**src/design/rcfr_pkg.sv**
```systemverilog
package rcfr_pkg;

    // Defaults for the top-level parameters.
    localparam int DEF_MAX_CELLS  = 1024;
    localparam int DEF_FLOW_WIDTH = 32;

    // Field widths of the stream words.
    localparam int IDX_W    = 10;
    localparam int RUNOFF_W = 32;
    localparam int COEF_W   = 18;
    localparam int DOWN_W   = 11;
    localparam int OUT_W    = 32;
    localparam int STAT_W   = 2;
    localparam int CNT_W    = 11;
    localparam int COEFS_W  = 3 * COEF_W;

    // Input word layout, lowest bit first.
    localparam int S_DATA_W   = 112;
    localparam int IDX_LSB    = 0;
    localparam int RUNOFF_LSB = IDX_LSB + IDX_W;
    localparam int COEFA_LSB  = RUNOFF_LSB + RUNOFF_W;
    localparam int COEFB_LSB  = COEFA_LSB + COEF_W;
    localparam int COEFC_LSB  = COEFB_LSB + COEF_W;
    localparam int DOWN_LSB   = COEFC_LSB + COEF_W;

    localparam logic [CNT_W-1:0] CELL_COUNT_RESET = 11'd1024;

    // Item kinds carried in s_tuser.
    localparam logic FUNC_LOAD  = 1'b0;
    localparam logic FUNC_ROUTE = 1'b1;

    // Result status codes carried in m_tuser.
    localparam logic [STAT_W-1:0] STAT_OK    = 2'd0;
    localparam logic [STAT_W-1:0] STAT_RANGE = 2'd1;
    localparam logic [STAT_W-1:0] STAT_SAT   = 2'd2;

    // Controller to datapath commands.
    typedef struct packed {
        logic take;       // input word accepted this cycle
        logic acc_step;   // runoff add, downstream accumulator read
        logic mul_a;      // product of coef_a and updated inflow
        logic mul_b;      // product of coef_b and previous inflow
        logic mul_c;      // product of coef_c and previous outflow
        logic sum_step;   // last partial sum
        logic rnd;        // round, saturate, store outflow
        logic down;       // add outflow into the downstream cell
        logic in_result;  // result stage, clears the own accumulator
        logic out_load;   // result moves into the output register
    } rcfr_cmd_t;

    // Datapath to controller status.
    typedef struct packed {
        logic route_ok;   // offered word is a route item with a valid index
        logic out_free;   // output register can take a result this cycle
    } rcfr_stat_t;

endpackage

```
**src/design/rcfr_ctrl.sv**
```systemverilog
module rcfr_ctrl
    import rcfr_pkg::*;
(
    input  logic       aclk,
    input  logic       aresetn,
    input  logic       s_tvalid,
    output logic       s_tready,
    input  rcfr_stat_t st,
    output rcfr_cmd_t  cmd
);

    typedef enum logic [8:0] {
        S_IDLE   = 9'b000000001,
        S_ACC    = 9'b000000010,
        S_MUL_A  = 9'b000000100,
        S_MUL_B  = 9'b000001000,
        S_MUL_C  = 9'b000010000,
        S_SUM    = 9'b000100000,
        S_RND    = 9'b001000000,
        S_DOWN   = 9'b010000000,
        S_RESULT = 9'b100000000
    } state_t;

    state_t state_reg;
    state_t state_next;

    always_comb begin
        state_next = state_reg;
        unique case (state_reg)
            S_IDLE: begin
                if (s_tvalid) begin
                    state_next = st.route_ok ? S_ACC : S_RESULT;
                end
            end
            S_ACC:   state_next = S_MUL_A;
            S_MUL_A: state_next = S_MUL_B;
            S_MUL_B: state_next = S_MUL_C;
            S_MUL_C: state_next = S_SUM;
            S_SUM:   state_next = S_RND;
            S_RND:   state_next = S_DOWN;
            S_DOWN:  state_next = S_RESULT;
            S_RESULT: begin
                if (st.out_free) begin
                    state_next = S_IDLE;
                end
            end
            default: state_next = S_IDLE;
        endcase
    end

    always_ff @(posedge aclk) begin
        if (!aresetn) begin
            state_reg <= S_IDLE;
        end else begin
            state_reg <= state_next;
        end
    end

    assign s_tready      = (state_reg == S_IDLE);
    assign cmd.take      = (state_reg == S_IDLE) && s_tvalid;
    assign cmd.acc_step  = (state_reg == S_ACC);
    assign cmd.mul_a     = (state_reg == S_MUL_A);
    assign cmd.mul_b     = (state_reg == S_MUL_B);
    assign cmd.mul_c     = (state_reg == S_MUL_C);
    assign cmd.sum_step  = (state_reg == S_SUM);
    assign cmd.rnd       = (state_reg == S_RND);
    assign cmd.down      = (state_reg == S_DOWN);
    assign cmd.in_result = (state_reg == S_RESULT);
    assign cmd.out_load  = (state_reg == S_RESULT) && st.out_free;

endmodule

```
**config.mk**
```make
export PLATFORM = sky130hd
export DESIGN_NAME = rcfr_ctrl
export DESIGN_NICKNAME = d
export VERILOG_FILES = /design/src/design/rcfr_pkg.sv /design/src/design/rcfr_ctrl.sv
export SDC_FILE = /design/constraint.sdc
export NUM_CORES = 1
export LEC_CHECK = 0
export ABC_AREA = 1
export BUFFER_PORTS_ARGS = -buffer_cell sky130_fd_sc_hd__buf_2
export CORE_UTILIZATION = 39
export DETAILED_ROUTE_END_ITERATION = 8
export GPL_TIMING_DRIVEN = 0
export HOLD_SLACK_MARGIN = 0.06
export PLACE_DENSITY = 0.71
export REMOVE_ABC_BUFFERS = 1
export SYNTH_ARGS = -nofsm -noshare
export SYNTH_HDL_FRONTEND = slang
export SYNTH_SLANG_ARGS = --single-unit
export TNS_END_PERCENT = 100
```
**constraint.sdc**
```tcl
create_clock -name aclk -period 1.4 [get_ports aclk]
set_clock_uncertainty 0.15 [all_clocks]
set_input_delay 0.21 -clock aclk [delete_from_list [all_inputs] [get_ports aclk]]
set_output_delay 0.21 -clock aclk [all_outputs]
set_load 0.05 [all_outputs]
```
==> flow_metrics.tcl <==
set metrics [dict create \
    status "complete, but fails checks" \
    synthToLayoutAreaGrowth_pct 81.9 \
    syn_area_per_cell_um2 6.55 \
    avgViaCountPerCell 4.91 \
    grt_busiest_layer "met2" \
    seqCellArea_um2 204 \
    worstPathArrival_ns 1.33 \
    p_int_uw 587 \
    hpwl_um 979 \
    drtPass1Iterations 3 \
    clock-root-buffer "clkbuf_4" \
    grt_max_degree 8 \
    drive_above_1_share 0.725 \
    grt_overflow 0 \
    mostFrequentLayoutCells "inv_1 (15), buf_4 (15), nor2_4 (10), inv_2 (8), nand2_2 (8)" \
    place.gp.congestion 0.790 \
    cp.required_ns 1.04 \
    end_kind "output pin" \
    multi_input_area_um2 455 \
    place_ws_ns -0.137 \
    fp.dieW_um 41.7 \
    ys_seq_elements 9 \
    pwr-share-comb 0.501 \
    min_period_ns 1.69 \
    grt_antenna_before_repair 0 \
    coreArea_mm2 0.00138 \
    grt_pass1_vias 726 \
    cap_violations 0 \
    fin_area_mm2 0.00112 \
    crit_type "flop to output pin" \
    violations "negative setup slack" \
    yosys.cell_types.count 16 \
    grtUsageMet1 0.241 \
    synth-seq-area-share 0.293 \
    fin_crit_sh 1.21 \
    drc 0 \
    core.rowCount 13 \
    min_path_type "input port to flop" \
    min_path_cells 3 \
    route.vias.total 717 \
    clockPowerShare 0.203 \
    critPathLaunchType "flop" \
    gr-usage-met3 0.0783 \
    die_h_um 41.7 \
    initial_core_util 0.445 \
    p_per_area_mw_per_mm2 879 \
    yosysWarnings 0 \
    layout_setup_ws_ns -0.290 \
    r2r_cells 8 \
    rsz0062_at_grt "true" \
    clock-sinks 9 \
    final_max_slew_viol_count 0 \
    relSlewSlack 0.823 \
    max-vdd-ir-drop_mv 0.726 \
    grt_pass1_wl_um 2910 \
    yosysTopAreaCell "dfxtp_1" \
    wl_per_cell_um 13.2 \
    max_slew.worst_pin.slew_ns 0.264 \
    portBuffers 15 \
    ant_nets 0 \
    setup_viol 18 \
    ys_top_cells_by_area "dfxtp_1 (29%), inv_1 (12%), nor2_1 (9.1%)" \
    numCtsBuffers 3 \
    cts_buffer_depth 2 \
    p_seq_frac 0.296 \
    wirelength_um 1930 \
    drt-initial-drc-count 9 \
    ios 16 \
    worst_skew_pair.late_latency_ns 0.26 \
    switching_share 0.404 \
    power_uw 984 \
    grtUsageMet2 0.381 \
    grtUsageTotal 0.217 \
    cts_tree "done" \
    final_nets 137 \
    p_sw_uw 398 \
    clk_pin_slew_worst_paths_ns 0.06 \
    syn_inst 94 \
    synthesis.area_um2 616 \
    clock.fmax_mhz 592 \
    largest_register_ffs 9 \
    p_leak_nw 0.571 \
    placed_area_um2 709 \
    crit_path_max_fanout 3 \
    die_area_mm2 0.00174 \
    fillers 85 \
    cts_max_level 1 \
    n_antenna_cell 0 \
    synth_top_area_frac 0.293 \
    hold_viol_final 0 \
]
==> power groups by stage <==
| stage | combinational [mW] | sequential, mW | clock, mW |
|---|---|---|---|
| 6_report | 0.493 | 0.292 | 0.200 |
| 3_3_place_gp | 0.289 | 0.290 | 0 |
| 3_5_place_dp | 0.294 | 0.290 | 0 |
| 4_1_cts | 0.440 | 0.292 | 0.206 |
| 5_1_grt | 0.521 | 0.293 | 0.217 |
| 2_1_floorplan | 0.242 | 0.287 | 0 |
==> critical path, cell delays in order (launching register included) <==
cell and delay (ns):
dfxtp_4 0.35, nor2_4 0.14, nand2_4 0.09, nor2_4 0.15, nand2_2 0.07, nor2_2 0.10, buf_6 0.16
==> final timing paths <==
kind	slack (ns)	end	from
min reg2reg	0.55	state_reg[3]	state_reg[2]
max reg2reg	-0.15	state_reg[0]	state_reg[5]
max	-0.29	cmd[0]	state_reg[6]
min	0.10	state_reg[7]	aresetn
==> layout make-up <==
type / count / area share
timing repair buffer: 33 / 0.278
sequential: 9 / 0.182
tap: 15 / 0.0168
clock buffer: 4 / 0.0235
inverter: 26 / 0.0927
multi-input combinational: 59 / 0.407
==> synth_stat cells <==
cell      count
nand3_2       3
inv_4         1
dfxtp_1       9
nor2_1       15
nand2_1      11
inv_2         4
nand3_1      11
nor2_2        4
clkinv_1      1
nand2_2       4
a21oi_1       1
nor2_4        5
o21ai_2       1
inv_1        20
nand2_4       2
nor3_1        2
==> per-stage QoR <==
stage	hold WS, ns	setup TNS [ns]	util	std cells
floorplan	0.182	-1.40	-	94
detailed placement	0.326	-0.636	0.513	124
CTS	0.0908	-2.29	0.748	142
finish	0.100	-3.24	0.810	146
global route	0.101	-4.18	0.810	146
global placement	0.314	-0.469	0.513	124
==> cells by family after synthesis <==
logic type / synth area share
simple gates: 0.522
compound gates: 0.0224
buf+inv: 0.163
flops: 0.293
==> layer usage <==
metal	up-vias	part of all wire
met5	-	0
met4	0	0.036
met1	325	0.40
met2	29	0.51
li1	353	-
met3	10	0.048
==> what timing repair did <==
action / CTS / global route
resized for setup: 62 / 19
hold buffers: 1 / 0
setup endpoints to repair: 11 / 19
pin swaps: 13 / 13
hold endpoints to repair: 1 / 0
buffers inserted: 13 / 4
No activity file was read; power rests on OpenSTA's default activity.
